===== src/design/aoq_pkg.sv =====
// ----------------------------------------------------------------------------
// A* open list package
// Shared widths, entry and candidate types, codes and the ordering function
// used by the cell row and the minimum-search tree.
// ----------------------------------------------------------------------------
package aoq_pkg;

   // Number of entries the list can hold.
   localparam int CAPACITY    = 64;
   // Width of one 16.8 fixed-point cost.
   localparam int COST_W      = 24;
   // Width of one cell coordinate.
   localparam int COORD_W     = 8;
   // Width of a slot index and of the held-entry count.
   localparam int IDX_W       = $clog2(CAPACITY);
   localparam int CNT_W       = $clog2(CAPACITY + 1);
   // The minimum search is a tree of 4-input nodes.
   localparam int TREE_LEVELS = ($clog2(CAPACITY) + 1) / 2;
   localparam int LEAVES      = 4 ** TREE_LEVELS;
   localparam int LVL_CNT_W   = (TREE_LEVELS > 1) ? $clog2(TREE_LEVELS) : 1;

   // Request kinds.
   localparam logic [1:0] KIND_INSERT = 2'd0;
   localparam logic [1:0] KIND_PEEK   = 2'd1;
   localparam logic [1:0] KIND_POP    = 2'd2;

   // Result status codes.
   typedef enum logic [2:0] {
      ST_NEW      = 3'd0,
      ST_REPLACED = 3'd1,
      ST_REJECTED = 3'd2,
      ST_FULL     = 3'd3,
      ST_GIVEN    = 3'd4,
      ST_EMPTY    = 3'd5
   } status_type;

   // One list entry.
   typedef struct packed {
      logic [COST_W-1:0]  total;
      logic [COST_W-1:0]  path;
      logic [COST_W-1:0]  heur;
      logic [COORD_W-1:0] row;
      logic [COORD_W-1:0] col;
      logic [COORD_W-1:0] layer;
   } entry_type;

   // Update command for one cell of the row.
   typedef struct packed {
      logic take_left;
      logic take_right;
   } cell_cmd_type;

   // Candidate travelling through the minimum-search tree.
   typedef struct packed {
      logic             valid;
      entry_type        entry;
      logic [IDX_W-1:0] idx;
   } cand_type;

   // True if candidate x orders strictly before candidate y.
   function automatic logic cand_before(cand_type x, cand_type y, logic tie_larger);
      logic result;
      begin
         if (!x.valid) begin
            result = 1'b0;
         end else if (!y.valid) begin
            result = 1'b1;
         end else if (x.entry.total != y.entry.total) begin
            result = (x.entry.total < y.entry.total);
         end else if (x.entry.path != y.entry.path) begin
            result = tie_larger ? (x.entry.path > y.entry.path)
                                : (x.entry.path < y.entry.path);
         end else begin
            result = (x.entry.row < y.entry.row);
         end
         return result;
      end
   endfunction

endpackage


===== src/design/aoq_pick4.sv =====
// ----------------------------------------------------------------------------
// A* open list minimum node
// Selects the best of four candidates; on a full tie the candidate with the
// lower slot index, which is the newer entry, wins.
// ----------------------------------------------------------------------------
module aoq_pick4 (
   input  logic              tie_larger,
   input  aoq_pkg::cand_type cand [4],
   output aoq_pkg::cand_type best
);
   import aoq_pkg::*;

   cand_type low_pair;
   cand_type high_pair;

   // Two pairwise compares, then one between the pair winners.
   always_comb begin
      low_pair  = cand_before(cand[1], cand[0], tie_larger) ? cand[1] : cand[0];
      high_pair = cand_before(cand[3], cand[2], tie_larger) ? cand[3] : cand[2];
      best      = cand_before(high_pair, low_pair, tie_larger) ? high_pair : low_pair;
   end

endmodule

===== config.mk =====
export PLATFORM = sky130hd
export DESIGN_NAME = aoq_pick4
export DESIGN_NICKNAME = d
export VERILOG_FILES = /design/src/design/aoq_pkg.sv /design/src/design/aoq_pick4.sv
export SDC_FILE = /design/constraint.sdc
export NUM_CORES = 1
export LEC_CHECK = 0
export ABC_AREA = 1
export ABC_CLOCK_PERIOD_IN_PS = 13000
export BUFFER_PORTS_ARGS = -buffer_cell sky130_fd_sc_hd__buf_2
export CORE_AREA = 2 2 199 201
export DETAILED_ROUTE_END_ITERATION = 16
export DIE_AREA = 0 0 201 203
export PLACE_DENSITY = 0.46
export SYNTH_ARGS = -nofsm -noshare
export SYNTH_HDL_FRONTEND = slang
export SYNTH_SLANG_ARGS = --single-unit

===== constraint.sdc =====
create_clock -name vclk -period 13
set_input_delay 0.65 -clock vclk [all_inputs]
set_output_delay 0.65 -clock vclk [all_outputs]
set_load 0.03 [all_outputs]

Word level (Yosys, flattened, before mapping)
Cells that the tools add are included.

Register bits: 0. Bits of input ports: 413. Output and inout bits: 103. Word-level logic and storage cells: 36.

$lt $le $gt $ge: 12. Eq/ne operators: 6. Mux-type cells: 18.

Operator list (count): $mux 103 (3); $lt 24x24->1 (6); $ne 24x24->1 (6); $gt 24x24->1 (3); $lt 8x8->1 (3); $mux 1 (15).

Longest topological paths before layout
Depth in word-level cells: 14. Mapped depth: 41. Mapped depth without buffers: 37.

Worst setup path before layout
OpenSTA, ideal clock, no wires.

Path kind: input -> output. Start: input port cand[172] (netlist bit). End: output port best[42] (netlist bit). Arrival: 4743 ps. Required time: 12350 ps. Setup slack: 7607 ps. Cell stages on the path: 31. Buffers on the path: 4. Cell sequence: inv_1 ha_1 nand2_1 nor2_1 nand4_1 nor2_1 nand2_1 nand4_1 nand2_1 nand2_1 nand2_1 nand2_1 nand2_1 nand2_1 buf_1 clkbuf_1 a21oi_1 ha_1 nand4_1 nor3_1 nor4b_1 nand4_1 a2111oi_0 nand2_1 nand2_1 nand2_2 nand2_4 buf_6 buf_2 nand3_1 nand2_1.

RTL lines: start, declared (RTL line aoq_pick4.sv:8) `input aoq_pkg::cand_type cand [4],`; end, declared (RTL line aoq_pick4.sv:9) `output aoq_pkg::cand_type best`.

==> results by group <==
Detailed routing
  • # DRC: 0
  • DRT antenna net count: 0
  • 1st-iter DRT viols: 449
  • Via count: 10700
  • DR WL/cell: 16.3 µm
  • WL final: 39100 µm
  • Post-DR vias/cell: 4.45
  • TritonRoute pass-1 iters: 7

Yosys
  • Post-synth cell types: 37
  • Area share of the largest cell type after synthesis: 25.3%
  • Cells after synthesis: 1419
  • Synth Cell Area: 8150 µm²
  • Syn nets: 1997
  • Yosys Warn Count: 0
  • Synth area leaders: ha_1, nand2_1, mux2_2, inv_1, nand3_1
  • Area leader, netlist: ha_1
  • Mean post-synth cell area: 5.74 µm²
  • Sequential area share after synthesis: 0%

Layout
  • Layout cells sized above 1: 33.2%
  • Seq cells: 0
  • Fill count: 4449
  • Fin area: 11100 µm²
  • Register area: 0 µm²
  • Clk_buf instances: 0
  • Final #Nets: 2453
  • Area growth, synth to finish: 36.4%

Clock network
  • Setup Fix Bufs, Post-CTS: 0
  • Post-cts resize count: 0
  • Hold-fix buffers, CTS: 0

Worst hold path
  • Min-delay worst type: in2out
  • Hold path cells: 4

Timing
  • Setup violators final: 0
  • Relative slew slack: 23.5%
  • Final hold vios: 0
  • Max Clk Rate: 120 MHz
  • Slew Viols, Final: 0
  • Final worst path period share: 64.0%
  • Period minus WS final: 8320 ps
  • Slew @ Worst Pin: 1150 ps
  • RSZ-0062 raised after global routing: no
  • Setup TNS: 0 ps

Critical path
  • Slowest stage delay, CP: 870 ps
  • Worst path slowest cell: buf_4
  • CP Max Fanout: 159
  • Data required time of the worst path: 12350 ps
  • Arr. time, crit path: 7670 ps
  • CP endpoint kind: primary output
  • Critical path class: in2out
  • CP Launch Type: input pin
  • Worst path most repeated cell: nand2_1

Run status
  • Status: completed

Floorplan
  • Die X: 201 µm
  • DIE HEIGHT: 203 µm
  • Die area: 40800 µm²
  • # IOs: 516
  • Initial Util: 21.2%
  • Core area: 38500 µm²
  • Row count: 72

Power and ir drop
  • P_sw: 0.480 mW
  • Seq pwr share: 0%
  • Max IR drop VDD: 0.0000295 V
  • Combinational Power Share: 100.0%
  • P per Cell Area: 65.0 nW/µm²
  • Lkg Pwr: 6.83 nW
  • Clk pwr share: 0%
  • Internal: 0.243 mW
  • Sw frac: 66.4%

Global route
  • Grt total ovfl: 0
  • Overall routing resource usage: 17.8%
  • First-pass GRT wire length: 58100 µm
  • Vias in the first global route: 10400
  • Pin count of the biggest net entering global routing: 160
  • Antenna violations before repair: 10

Placed design
  • # port buffers: 516
  • Placed instance area: 11100 µm²
  • DP HPWL: 33400 µm
  • Final GP Congestion: 0.914

Run
  • Max-Cap Viols: 0
[power groups by stage]
| stage | clock network (mW) | registers, mW | logic [mW] |
|---|---|---|---|
| 2_1_floorplan | 0 | 0 | 0.488 |
| 3_3_place_gp | 0 | 0 | 0.727 |
| 3_5_place_dp | 0 | 0 | 0.729 |
| 4_1_cts | 0 | 0 | 0.732 |
| 5_1_grt | 0.0000000206 | 0 | 0.800 |
| 6_report | 0.0000000412 | 0 | 0.722 |
[worst paths after layout]
check                  from   endpoint  slack [ps]
hold / removal    cand[411]  best[102]        1750
setup / recovery  cand[386]   best[28]        4680
[through the flow]
step	setup slack, ps	power, mW	utilization [%]	cells	hold WS, ps
2_1_floorplan	7610	0.488	-	1419	1600
3_3_place_gp	4620	0.727	28.9	2391	1770
3_5_place_dp	4610	0.729	28.9	2391	1760
4_1_cts	4550	0.732	28.9	2391	1770
5_1_grt	3650	0.800	28.9	2393	1790
6_report	4680	0.722	28.9	2395	1750
[cell type report]
cell class	instances	area, µm²	share of cell area [%]
inverter	226	848	7.64
tap	518	648	5.83
antenna	4	10.0	0.0901
timing repair buffer	521	2620	23.6
multi-input combinational	1126	6980	62.9
[layer usage]
| layer | GRT usage [%] | part of all wire [%] | vias up |
|---|---|---|---|
| met5 | 0 | 0.20 | - |
| met4 | 1.61 | 1.1 | 12 |
| met3 | 2.33 | 5.6 | 34 |
| met2 | 31.8 | 48 | 339 |
| met1 | 23.6 | 45 | 4720 |
| li1 | - | - | 5553 |
[layout by cell type (no fill, tap or decap), types with 2 or more instances in the layout]
cell type | netlist | final
o21a_1 | 2 | 2
o221ai_1 | 4 | 4
buf_4 | 2 | 5
mux2_2 | 92 | 92
nand4_1 | 15 | 15
o21ai_0 | 72 | 72
nand2_4 | 2 | 4
ha_1 | 165 | 165
a21o_1 | 5 | 5
nor2_1 | 95 | 95
nor3_1 | 7 | 7
nand3_1 | 124 | 124
a21oi_1 | 117 | 117
buf_2 | 14 | 516
inv_1 | 226 | 226
a211oi_1 | 4 | 4
diode_2 | 0 | 4
nand2_1 | 403 | 401
nor4_1 | 2 | 2
[synthesized netlist by cell type (2+ instances only)]
| cell type | n |
|---|---|
| ha_1 | 165 |
| inv_1 | 226 |
| nand4_1 | 15 |
| nor3_1 | 7 |
| buf_1 | 3 |
| nand2_1 | 403 |
| buf_4 | 2 |
| a21oi_1 | 117 |
| o221ai_1 | 4 |
| o21a_1 | 2 |
| mux2_2 | 92 |
| o21ai_0 | 72 |
| buf_6 | 9 |
| nor2_1 | 95 |
| buf_2 | 14 |
| nand3_1 | 124 |
| nor4_1 | 2 |
| a211oi_1 | 4 |
| nand2_4 | 2 |
| clkbuf_1 | 39 |
| nand2_2 | 2 |
| a21o_1 | 5 |
[cell families (layout without fill, tap and decap cells)]
family | after synthesis | count (layout) | share of synthesized area, %
fa+ha+maj | 165 | 165 | 25.3
other cells | 0 | 4 | 0
compound gates | 213 | 213 | 13.9
xor+xnor | 1 | 1 | 0.108
simple gates | 655 | 655 | 33.3
mux | 92 | 92 | 12.7
buf+inv | 293 | 747 | 14.6
[critical path, delay by kind of cell]
kind,cells,cell delay (ps)
buffers and inverters,5,1280
AND/OR/NAND/NOR,21,4010
adder cells (fa/ha/maj),2,580
AO/OA/AOI/OAI,2,860
Note: power is estimated with default switching activity, not from simulation.
