**src/design/aoq_pkg.sv**
```systemverilog
// ----------------------------------------------------------------------------
// A* open list package
// Shared widths, entry and candidate types, codes and the ordering function
// used by the cell row and the minimum-search tree.
// ----------------------------------------------------------------------------
package aoq_pkg;

   // Number of entries the list can hold.
   localparam int CAPACITY    = 64;
   // Width of one 16.8 fixed-point cost.
   localparam int COST_W      = 24;
   // Width of one cell coordinate.
   localparam int COORD_W     = 8;
   // Width of a slot index and of the held-entry count.
   localparam int IDX_W       = $clog2(CAPACITY);
   localparam int CNT_W       = $clog2(CAPACITY + 1);
   // The minimum search is a tree of 4-input nodes.
   localparam int TREE_LEVELS = ($clog2(CAPACITY) + 1) / 2;
   localparam int LEAVES      = 4 ** TREE_LEVELS;
   localparam int LVL_CNT_W   = (TREE_LEVELS > 1) ? $clog2(TREE_LEVELS) : 1;

   // Request kinds.
   localparam logic [1:0] KIND_INSERT = 2'd0;
   localparam logic [1:0] KIND_PEEK   = 2'd1;
   localparam logic [1:0] KIND_POP    = 2'd2;

   // Result status codes.
   typedef enum logic [2:0] {
      ST_NEW      = 3'd0,
      ST_REPLACED = 3'd1,
      ST_REJECTED = 3'd2,
      ST_FULL     = 3'd3,
      ST_GIVEN    = 3'd4,
      ST_EMPTY    = 3'd5
   } status_type;

   // One list entry.
   typedef struct packed {
      logic [COST_W-1:0]  total;
      logic [COST_W-1:0]  path;
      logic [COST_W-1:0]  heur;
      logic [COORD_W-1:0] row;
      logic [COORD_W-1:0] col;
      logic [COORD_W-1:0] layer;
   } entry_type;

   // Update command for one cell of the row.
   typedef struct packed {
      logic take_left;
      logic take_right;
   } cell_cmd_type;

   // Candidate travelling through the minimum-search tree.
   typedef struct packed {
      logic             valid;
      entry_type        entry;
      logic [IDX_W-1:0] idx;
   } cand_type;

   // True if candidate x orders strictly before candidate y.
   function automatic logic cand_before(cand_type x, cand_type y, logic tie_larger);
      logic result;
      begin
         if (!x.valid) begin
            result = 1'b0;
         end else if (!y.valid) begin
            result = 1'b1;
         end else if (x.entry.total != y.entry.total) begin
            result = (x.entry.total < y.entry.total);
         end else if (x.entry.path != y.entry.path) begin
            result = tie_larger ? (x.entry.path > y.entry.path)
                                : (x.entry.path < y.entry.path);
         end else begin
            result = (x.entry.row < y.entry.row);
         end
         return result;
      end
   endfunction

endpackage

```
**src/design/aoq_cell.sv**
```systemverilog
// ----------------------------------------------------------------------------
// A* open list cell
// One slot of the compacted entry row. It compares its entry against the
// search key and takes its neighbor's entry when the row shifts.
// ----------------------------------------------------------------------------
module aoq_cell (
   input  logic                  clock,
   input  logic                  reset,
   input  aoq_pkg::cell_cmd_type cmd,
   input  aoq_pkg::entry_type    key,
   input  aoq_pkg::entry_type    left_entry,
   input  logic                  left_valid,
   input  aoq_pkg::entry_type    right_entry,
   input  logic                  right_valid,
   output aoq_pkg::entry_type    entry,
   output logic                  valid,
   output logic                  match,
   output logic                  key_lower
);
   import aoq_pkg::*;

   entry_type entry_ff;
   logic      valid_ff;

   // Shift toward the tail on insert, toward the head on removal.
   always_ff @(posedge clock) begin
      if (reset) begin
         valid_ff <= 1'b0;
      end else if (cmd.take_left) begin
         valid_ff <= left_valid;
      end else if (cmd.take_right) begin
         valid_ff <= right_valid;
      end
   end

   always_ff @(posedge clock) begin
      if (cmd.take_left) begin
         entry_ff <= left_entry;
      end else if (cmd.take_right) begin
         entry_ff <= right_entry;
      end
   end

   // Same-cell detection and the decrease-key cost test.
   assign match     = valid_ff && (entry_ff.row == key.row) && (entry_ff.col == key.col)
                      && (entry_ff.layer == key.layer);
   assign key_lower = (key.total < entry_ff.total);
   assign entry     = entry_ff;
   assign valid     = valid_ff;

endmodule

```
**config.mk**
```make
export PLATFORM = sky130hd
export DESIGN_NAME = aoq_cell
export DESIGN_NICKNAME = d
export VERILOG_FILES = /design/src/design/aoq_pkg.sv /design/src/design/aoq_cell.sv
export SDC_FILE = /design/constraint.sdc
export NUM_CORES = 1
export LEC_CHECK = 0
export BUFFER_PORTS_ARGS = -buffer_cell sky130_fd_sc_hd__clkbuf_2
export CAP_MARGIN = 20
export CORE_AREA = 4 4 149 151
export DETAILED_ROUTE_END_ITERATION = 10
export DIE_AREA = 0 0 153 155
export PLACE_DENSITY_LB_ADDON = 0.1
export SYNTH_ARGS = -nofsm -noshare
export SYNTH_HDL_FRONTEND = slang
export SYNTH_SLANG_ARGS = --single-unit
export TNS_END_PERCENT = 1
```
**constraint.sdc**
```tcl
create_clock -name clock -period 4.25 [get_ports clock]
set_input_delay 0.6375 -clock clock [delete_from_list [all_inputs] [get_ports clock]]
set_output_delay 0.6375 -clock clock [all_outputs]
set_load 0.01 [all_outputs]
```
* After elaboration in Yosys (flattened, before gate mapping)
Index checks and enable logic that the tools add are counted.
** Storage, ports and cells
- Register bits after elaboration :: 97
- Input bits :: 294
- Output and inout port bits :: 99
- Word-level logic and storage cells :: 19
** Cells by class
- $lt $le $gt $ge :: 1
- Eq/ne operators :: 3
- Muxes and demuxes :: 4
- Reductions and logical operators :: 4
** Operator list (count)
- $mux W96 :: 2
- $eq A8 B8 Y1 :: 3
- $lt A24 B24 Y1 :: 1
- $logic_and A1 B1 Y1 :: 3
- $mux W1 :: 2
- $reduce_bool A2 Y1 :: 1

* Longest topological paths before layout
Gate-level depths: netlist (run 1).
- Word-level depth :: 4
- Gate-level depth with buffers :: 7
- Gate-level depth less buffers :: 7

* Worst setup path after synthesis (run 1)
No wires, ideal clock.
- Path kind :: input port to flip-flop
- From :: input port cmd[1] in the netlist's numbering
- To :: register entry_ff, in the netlist entry[0], enable pin
- Library setup time :: 414 ps
- Data arrival time :: 2274 ps
- Required time :: 3836 ps
- Setup slack :: 1562 ps
- Cell stages on the path :: 4
- Path buffers :: 3
- Cell sequence :: buf_2 > buf_6 > buf_6 > or2_2
** On the way
- Word-level cells in the longest chain between the ends :: 1
** RTL lines
- start, declared :: RTL line aoq_cell.sv:9 : input aoq_pkg::cell_cmd_type cmd,
- $reduce_bool A2 Y1 (no source line)
- end signal, assigned :: RTL line aoq_cell.sv:38 : entry_ff <= left_entry;
- end signal, assigned :: RTL line aoq_cell.sv:40 : entry_ff <= right_entry;
- end, declared :: RTL line aoq_cell.sv:22 : entry_type entry_ff;
No other way between the ends.
A chain may end at the register's enable or synchronous reset.

* Worst setup path in the final report (run 1)
- From :: register entry_ff, in the netlist entry[81]
- To :: output port key_lower
** On the way
- Word-level cells in the longest chain between the ends :: 1
** RTL lines
- $lt A24 B24 Y1 :: RTL line aoq_cell.sv:47 : assign key_lower = (key.total < entry_ff.total);
- end, declared :: RTL line aoq_cell.sv:18 : output logic key_lower
No other way between the ends.

==> impl_metrics.py, run 1 <==
metrics = {
    "status": {
        "status": "completed",
    },
    "timing": {
        "rsz0062_at_grt": "no",
        "final_max_slew_viol_count": 0,
        "setup_tns_ns": 0,
        "finalHoldViolations": 0,
        "worst_pin_slew_ns": 0.756,
        "final-setup-viol-count": 0,
        "relSlewSlack_pct": 49.6,
        "max_freq_ghz": 0.360,
        "hold_slack_ns": 0.450,
        "finalCritPeriodShare_pct": 65.4,
        "period_minus_slack_ns": 2.78,
        "finClkSkew_ns": 0,
    },
    "floorplanning": {
        "row_count": 53,
        "die_x_microns": 153,
        "die-area_sq_um": 23700,
        "initial_core_util_pct": 23.6,
        "design.core.area_sq_um": 20800,
        "io_pins": 393,
        "die_h_microns": 155,
    },
    "clock_network": {
        "postCtsHoldBufs": 0,
        "cts_setup_buffers": 0,
        "cts_made_buffers": 9,
        "clkLatencyLatePin_ns": 0.34,
        "clkTransAtPathRegs_ns": 0.07,
        "max-clock-path-buffers": 2,
        "cts_num_sinks": 97,
        "cts_resized": 0,
        "htreeDepth": 3,
        "cts-root-buf": "clkbuf_16",
        "cts_tree": "yes",
    },
    "global_route": {
        "grt_usage_pct": 12.8,
        "grt-ovfl-total": 0,
        "use_met3_pct": 4.26,
        "antenna_found_initial": 0,
        "grt_pass1_wl_mm": 23.4,
        "grt_pass1_vias": 4236,
        "grt_max_degree": 50,
        "met2_usage_pct": 22.4,
        "busiest_layer": "met2",
        "grt_util_met1_pct": 14.8,
    },
    "cells_and_area": {
        "n_fill_cell": 2161,
        "layout-area-overhead-vs-synth_pct": 47.5,
        "utilization_pct": 34.8,
        "diodes": 0,
        "fin_cells": 950,
        "final_nets": 987,
        "drive_gt1_share_pct": 68.0,
    },
    "hold_path": {
        "hold_class": "in2reg",
        "hold_depth": 2,
    },
    "flow_run": {
        "drv_cap": 0,
    },
    "placed_design": {
        "port_buffers": 344,
        "hpwlAfterDp_mm": 13.0,
        "gp_congestion": 0.787,
        "placed_cells": 934,
    },
    "route": {
        "ant_nets": 0,
        "wire_per_inst_microns": 16.5,
        "drt-total-wl_mm": 15.7,
        "drtPass1Iterations": 4,
        "vias": 3844,
        "drt_iter0_markers": 173,
        "avgViaCountPerCell": 4.05,
        "drc": 0,
    },
    "logic_synthesis": {
        "yosys_warnings": 0,
        "synth_ff_type": "edfxtp_1",
        "syn_area_sq_um": 4910,
        "async_reset_ff_share_pct": 0,
        "synthDistinctLibCells": 27,
        "ys_ff_latch": 97,
        "syn_inst": 323,
        "synth_edf_count": 96,
        "yosysSeqAreaShare_pct": 59.1,
        "synthesis.nets": 640,
        "synth_area_per_cell_sq_um": 15.2,
    },
    "setup_path": {
        "critPathRequiredTime_ns": 3.61,
        "r2r_slack_ns": 3.45,
        "cp_max_fo": 2,
        "end_kind": "output pin",
        "cp_data_arrival_time_ns": 2.14,
        "cpMostUsedCell": "a21oi_1",
        "path_cells": "inv_1 -> ha_1 -> a21oi_1 -> nor2_1 -> a211oi_1 -> o2111ai_1 -> a21oi_1 -> clkbuf_2",
        "critical_path_class": "reg2out",
        "r2r_cells": 4,
        "critPathSlowestCell": "edfxtp_1",
        "max_stage_delay_ns": 0.38,
        "cp-start-kind": "flop",
    },
    "power_and_ir_drop": {
        "peakVddDrop_mv": 0.167,
        "power_density_nw_per_um2": 355,
        "leakagePower_nw": 3.42,
        "p_total_mw": 2.57,
    },
}
## final timing paths
| path | startpoint | to |
|---|---|---|
| worst min-delay path | reset | valid |
| worst max-delay path | entry[81] | key_lower |
| worst max register to register | valid | valid |
| worst min register to register | valid | valid |
## where the power goes
group	switching [mW]	total, mW	internal (mW)
sequential	0.0505	1.23	1.17
clock	0.368	0.827	0.459
combinational	0.253	0.520	0.266
total	0.672	2.57	1.90
## critical path, delay by kind of cell (launching register included)
kind	cells	cell delay [ns]
and+or+nand+nor	1	0.05
DFF	1	0.38
adders and majority gates	1	0.23
buffers and inverters	2	0.24
AOI/OAI and AO/OA	4	0.89
## flip-flops by register name (all words and copies together), names as in the netlist
| register | cells |
|---|---|
| valid | 1 |
| entry | 96 |
## routing by layer
| metal | routed length (microns) | vias to the layer above |
|---|---|---|
| li1 | - | 1904 |
| met4 | 186 | 0 |
| met1 | 6170 | 1744 |
| met2 | 8030 | 185 |
| met3 | 1270 | 11 |
| met5 | 0 | - |
## cells in the final DEF (no fill, tap or decap), types with 2 or more instances in the layout
cell	n
clkbuf_2	343
nor2_1	5
buf_4	3
nor4_1	3
inv_1	24
clkinv_4	2
ha_1	23
xnor2_1	9
nand4_1	7
a21oi_1	10
o21ai_0	3
xor2_1	15
nand2_1	5
a211oi_1	2
mux2_2	96
edfxtp_1	96
clkbuf_16	9
nand3_1	3
## cells in the mapped netlist, drive strengths merged, types with 2 or more instances
cell    number  area, sq um
buf         11         67.6
nand3        3         15.0
ha          23          288
xor2        15          131
nor2         5         18.8
xnor2        9         78.8
inv         24         90.1
nand2        5         18.8
nor4         4         31.3
mux2        96         1080
o21ai        3         15.0
a21oi       10         50.1
a211oi       2         15.0
nand4        7         43.8
edfxtp      96         2880
## metrics by stage
step | setup WS [ns] | cell area (sq um)
after floorplan | 1.56 | 4910
after global placement | 1.44 | 6950
after detailed placement | 1.43 | 6950
after CTS | 1.38 | 7250
after global routing | 1.26 | 7250
final | 1.47 | 7250
## logic make-up (layout without fill, tap and decap cells)
kind of cell | Yosys count | in the layout | share of synthesized area (%)
fa+ha+maj | 23 | 23 | 5.86
simple gates | 28 | 28 | 3.08
compound gates | 19 | 19 | 2.32
buf+inv | 35 | 387 | 3.21
flops | 97 | 97 | 59.1
mux | 97 | 97 | 22.2
xor+xnor | 24 | 24 | 4.28
## final cells by class
class                           count  area (sq um)  area share, %
Clock buffer                       10           229           3.16
Clock inverter                      6          67.6          0.932
Inverter                           24          90.1           1.24
Multi-Input combinational cell    191          1860           25.6
Sequential cell                    97          2900           40.0
Tap cell                          275           344           4.75
Timing Repair Buffer              347          1760           24.3
No activity file was read; power rests on OpenSTA's default activity.
==> run 2, diff against run 1 <==
CORE_AREA = 4 4 150 152   (was 4 4 149 151)
DIE_AREA = 0 0 154 156   (was 0 0 153 155)
clock period = 2.63 ns   (was 4.25 ns; I/O delays follow)
==> run 2 against run 1 <==
  * Routed wire length down 2.6%
  * Combinational power rose by 61%
  * Sequential cell count is the same
  * Clock skew is the same
  * Register-to-register slack worse by 1.6 ns
  * Sequential power is 61% higher
  * Via count is 1.7% higher
  * Hold slack lost 0.25 ns
  * Clock-buffer cell count fell by 1
  * Global-route usage down 0.72 points
  * Worst setup slack worse by 1.2 ns
==> impl_metrics.py, run 2 (same netlist as run 1, synthesis figures left out) <==
metrics = {
    "status": {
        "status": "completed",
    },
    "timing": {
        "final_max_slew_viol_count": 0,
        "finalHoldViolations": 0,
        "finalCritPeriodShare_pct": 90.6,
        "relSlewSlack_pct": 64.9,
        "finClkSkew_ns": 0,
        "rsz0062_at_grt": "no",
        "final-setup-viol-count": 0,
        "max_freq_ghz": 0.420,
        "setup_tns_ns": 0,
        "worst_pin_slew_ns": 0.526,
        "period_minus_slack_ns": 2.38,
    },
    "flow_run": {
        "drv_cap": 0,
    },
    "floorplanning": {
        "design.core.area_sq_um": 21000,
        "initial_core_util_pct": 23.4,
        "die_h_microns": 156,
        "row_count": 53,
        "die_x_microns": 154,
        "die-area_sq_um": 24000,
        "io_pins": 393,
    },
    "route": {
        "drt_iter0_markers": 156,
        "vias": 3908,
        "drc": 0,
        "drtPass1Iterations": 4,
        "ant_nets": 0,
        "avgViaCountPerCell": 4.11,
        "wire_per_inst_microns": 16.1,
        "drt-total-wl_mm": 15.3,
    },
    "global_route": {
        "grt_max_degree": 99,
        "grt_pass1_wl_mm": 22.7,
        "antenna_found_initial": 0,
        "grt-ovfl-total": 0,
        "grt_pass1_vias": 4247,
        "grt_usage_pct": 12.0,
    },
    "setup_path": {
        "max_stage_delay_ns": 0.43,
        "critPathSlowestCell": "edfxtp_1",
        "cp-start-kind": "flop",
        "critPathRequiredTime_ns": 2.24,
        "cp_max_fo": 3,
        "r2r_slack_ns": 1.82,
        "r2r_cells": 4,
        "path_cells": "inv_1 -> ha_1 -> a21oi_1 -> o21ai_0 -> a221oi_1 -> o21ai_0 -> a21oi_1 -> clkbuf_2",
        "end_kind": "output pin",
        "critical_path_class": "reg2out",
        "cp_data_arrival_time_ns": 1.99,
    },
    "clock_network": {
        "htreeDepth": 3,
        "max-clock-path-buffers": 2,
        "cts_setup_buffers": 0,
        "cts_tree": "yes",
        "cts_num_sinks": 97,
        "cts_made_buffers": 9,
        "clkLatencyLatePin_ns": 0.34,
        "cts-root-buf": "clkbuf_16",
        "postCtsHoldBufs": 0,
        "clkTransAtPathRegs_ns": 0.07,
    },
    "cells_and_area": {
        "layout-area-overhead-vs-synth_pct": 48.0,
        "diodes": 0,
        "final_common_cell": "clkbuf_2",
        "n_fill_cell": 2152,
        "final_cell_mix": "clkbuf_2 (343), mux2_2 (96), edfxtp_1 (96)",
        "largest_register_ffs": 96,
        "final_nets": 987,
        "drive_gt1_share_pct": 68.3,
        "utilization_pct": 34.6,
    },
    "power_and_ir_drop": {
        "peakVddDrop_mv": 0.328,
        "leakagePower_nw": 3.43,
        "power_density_nw_per_um2": 574,
    },
    "hold_path": {
        "hold_class": "in2reg",
        "hold_depth": 2,
    },
    "placed_design": {
        "hpwlAfterDp_mm": 12.6,
        "gp_congestion": 0.794,
        "port_buffers": 344,
    },
}
## run 2: routing by layer
layer | global-route usage, % | vias up | wire [microns] | share of wire [%]
met3 | 3.58 | 13 | 1220 | 8.0
met4 | 4.71 | 0 | 265 | 1.7
met1 | 13.4 | 1810 | 5860 | 38
li1 | - | 1911 | - | -
met5 | 0 | - | 0 | 0
met2 | 21.6 | 174 | 7910 | 52
## run 2: worst paths after layout
path	startpoint	to
setup / recovery	entry[87]	key_lower
hold / removal	reset	valid
setup reg to reg	valid	valid
hold reg to reg	valid	valid
## run 2: where the power goes
| group | total (mW) | internal (mW) | switching, mW | leakage [nW] |
|---|---|---|---|---|
| Sequential | 1.98 | 1.90 | 0.0825 | 0.986 |
| Clock | 1.36 | 0.747 | 0.610 | 0.144 |
| Combinational | 0.835 | 0.433 | 0.402 | 2.30 |
| Total | 4.17 | 3.08 | 1.09 | 3.43 |
## run 2: through the flow
stage	power, mW	instances	cell area (sq um)	hold slack, ns	worst slack, ns
floorplan	2.41	323	4910	0.467	0.185
detailed placement	2.87	934	6970	0.565	0.405
CTS	4.27	950	7270	0.185	0.119
global placement	2.86	934	6970	0.560	0.376
finish	4.17	950	7270	0.204	0.248
global route	4.40	950	7270	0.185	0.00302
## run 2: worst max-delay path: cells and delay by family, from the launching register on
family / cells / cell delay [ns]
buf+inv: 2 / 0.24
compound gates: 5 / 0.73
fa+ha+maj: 1 / 0.25
flops: 1 / 0.43
## run 2: cell type report
class                   count  area, sq um  area share, %
clock buffers               9          225           3.10
clock inverters             7         76.3           1.05
inverters                  24         90.1           1.24
multi-input cells         191         1860           25.6
flip-flops and latches     97         2900           39.9
well taps                 275          344           4.73
repair buffers            347         1770           24.4
## run 2: what timing repair did
action,4_1_cts,5_1_grt
endpoints found under the hold margin,0,0
setup endpoints to repair,0,1
resized for setup,0,1
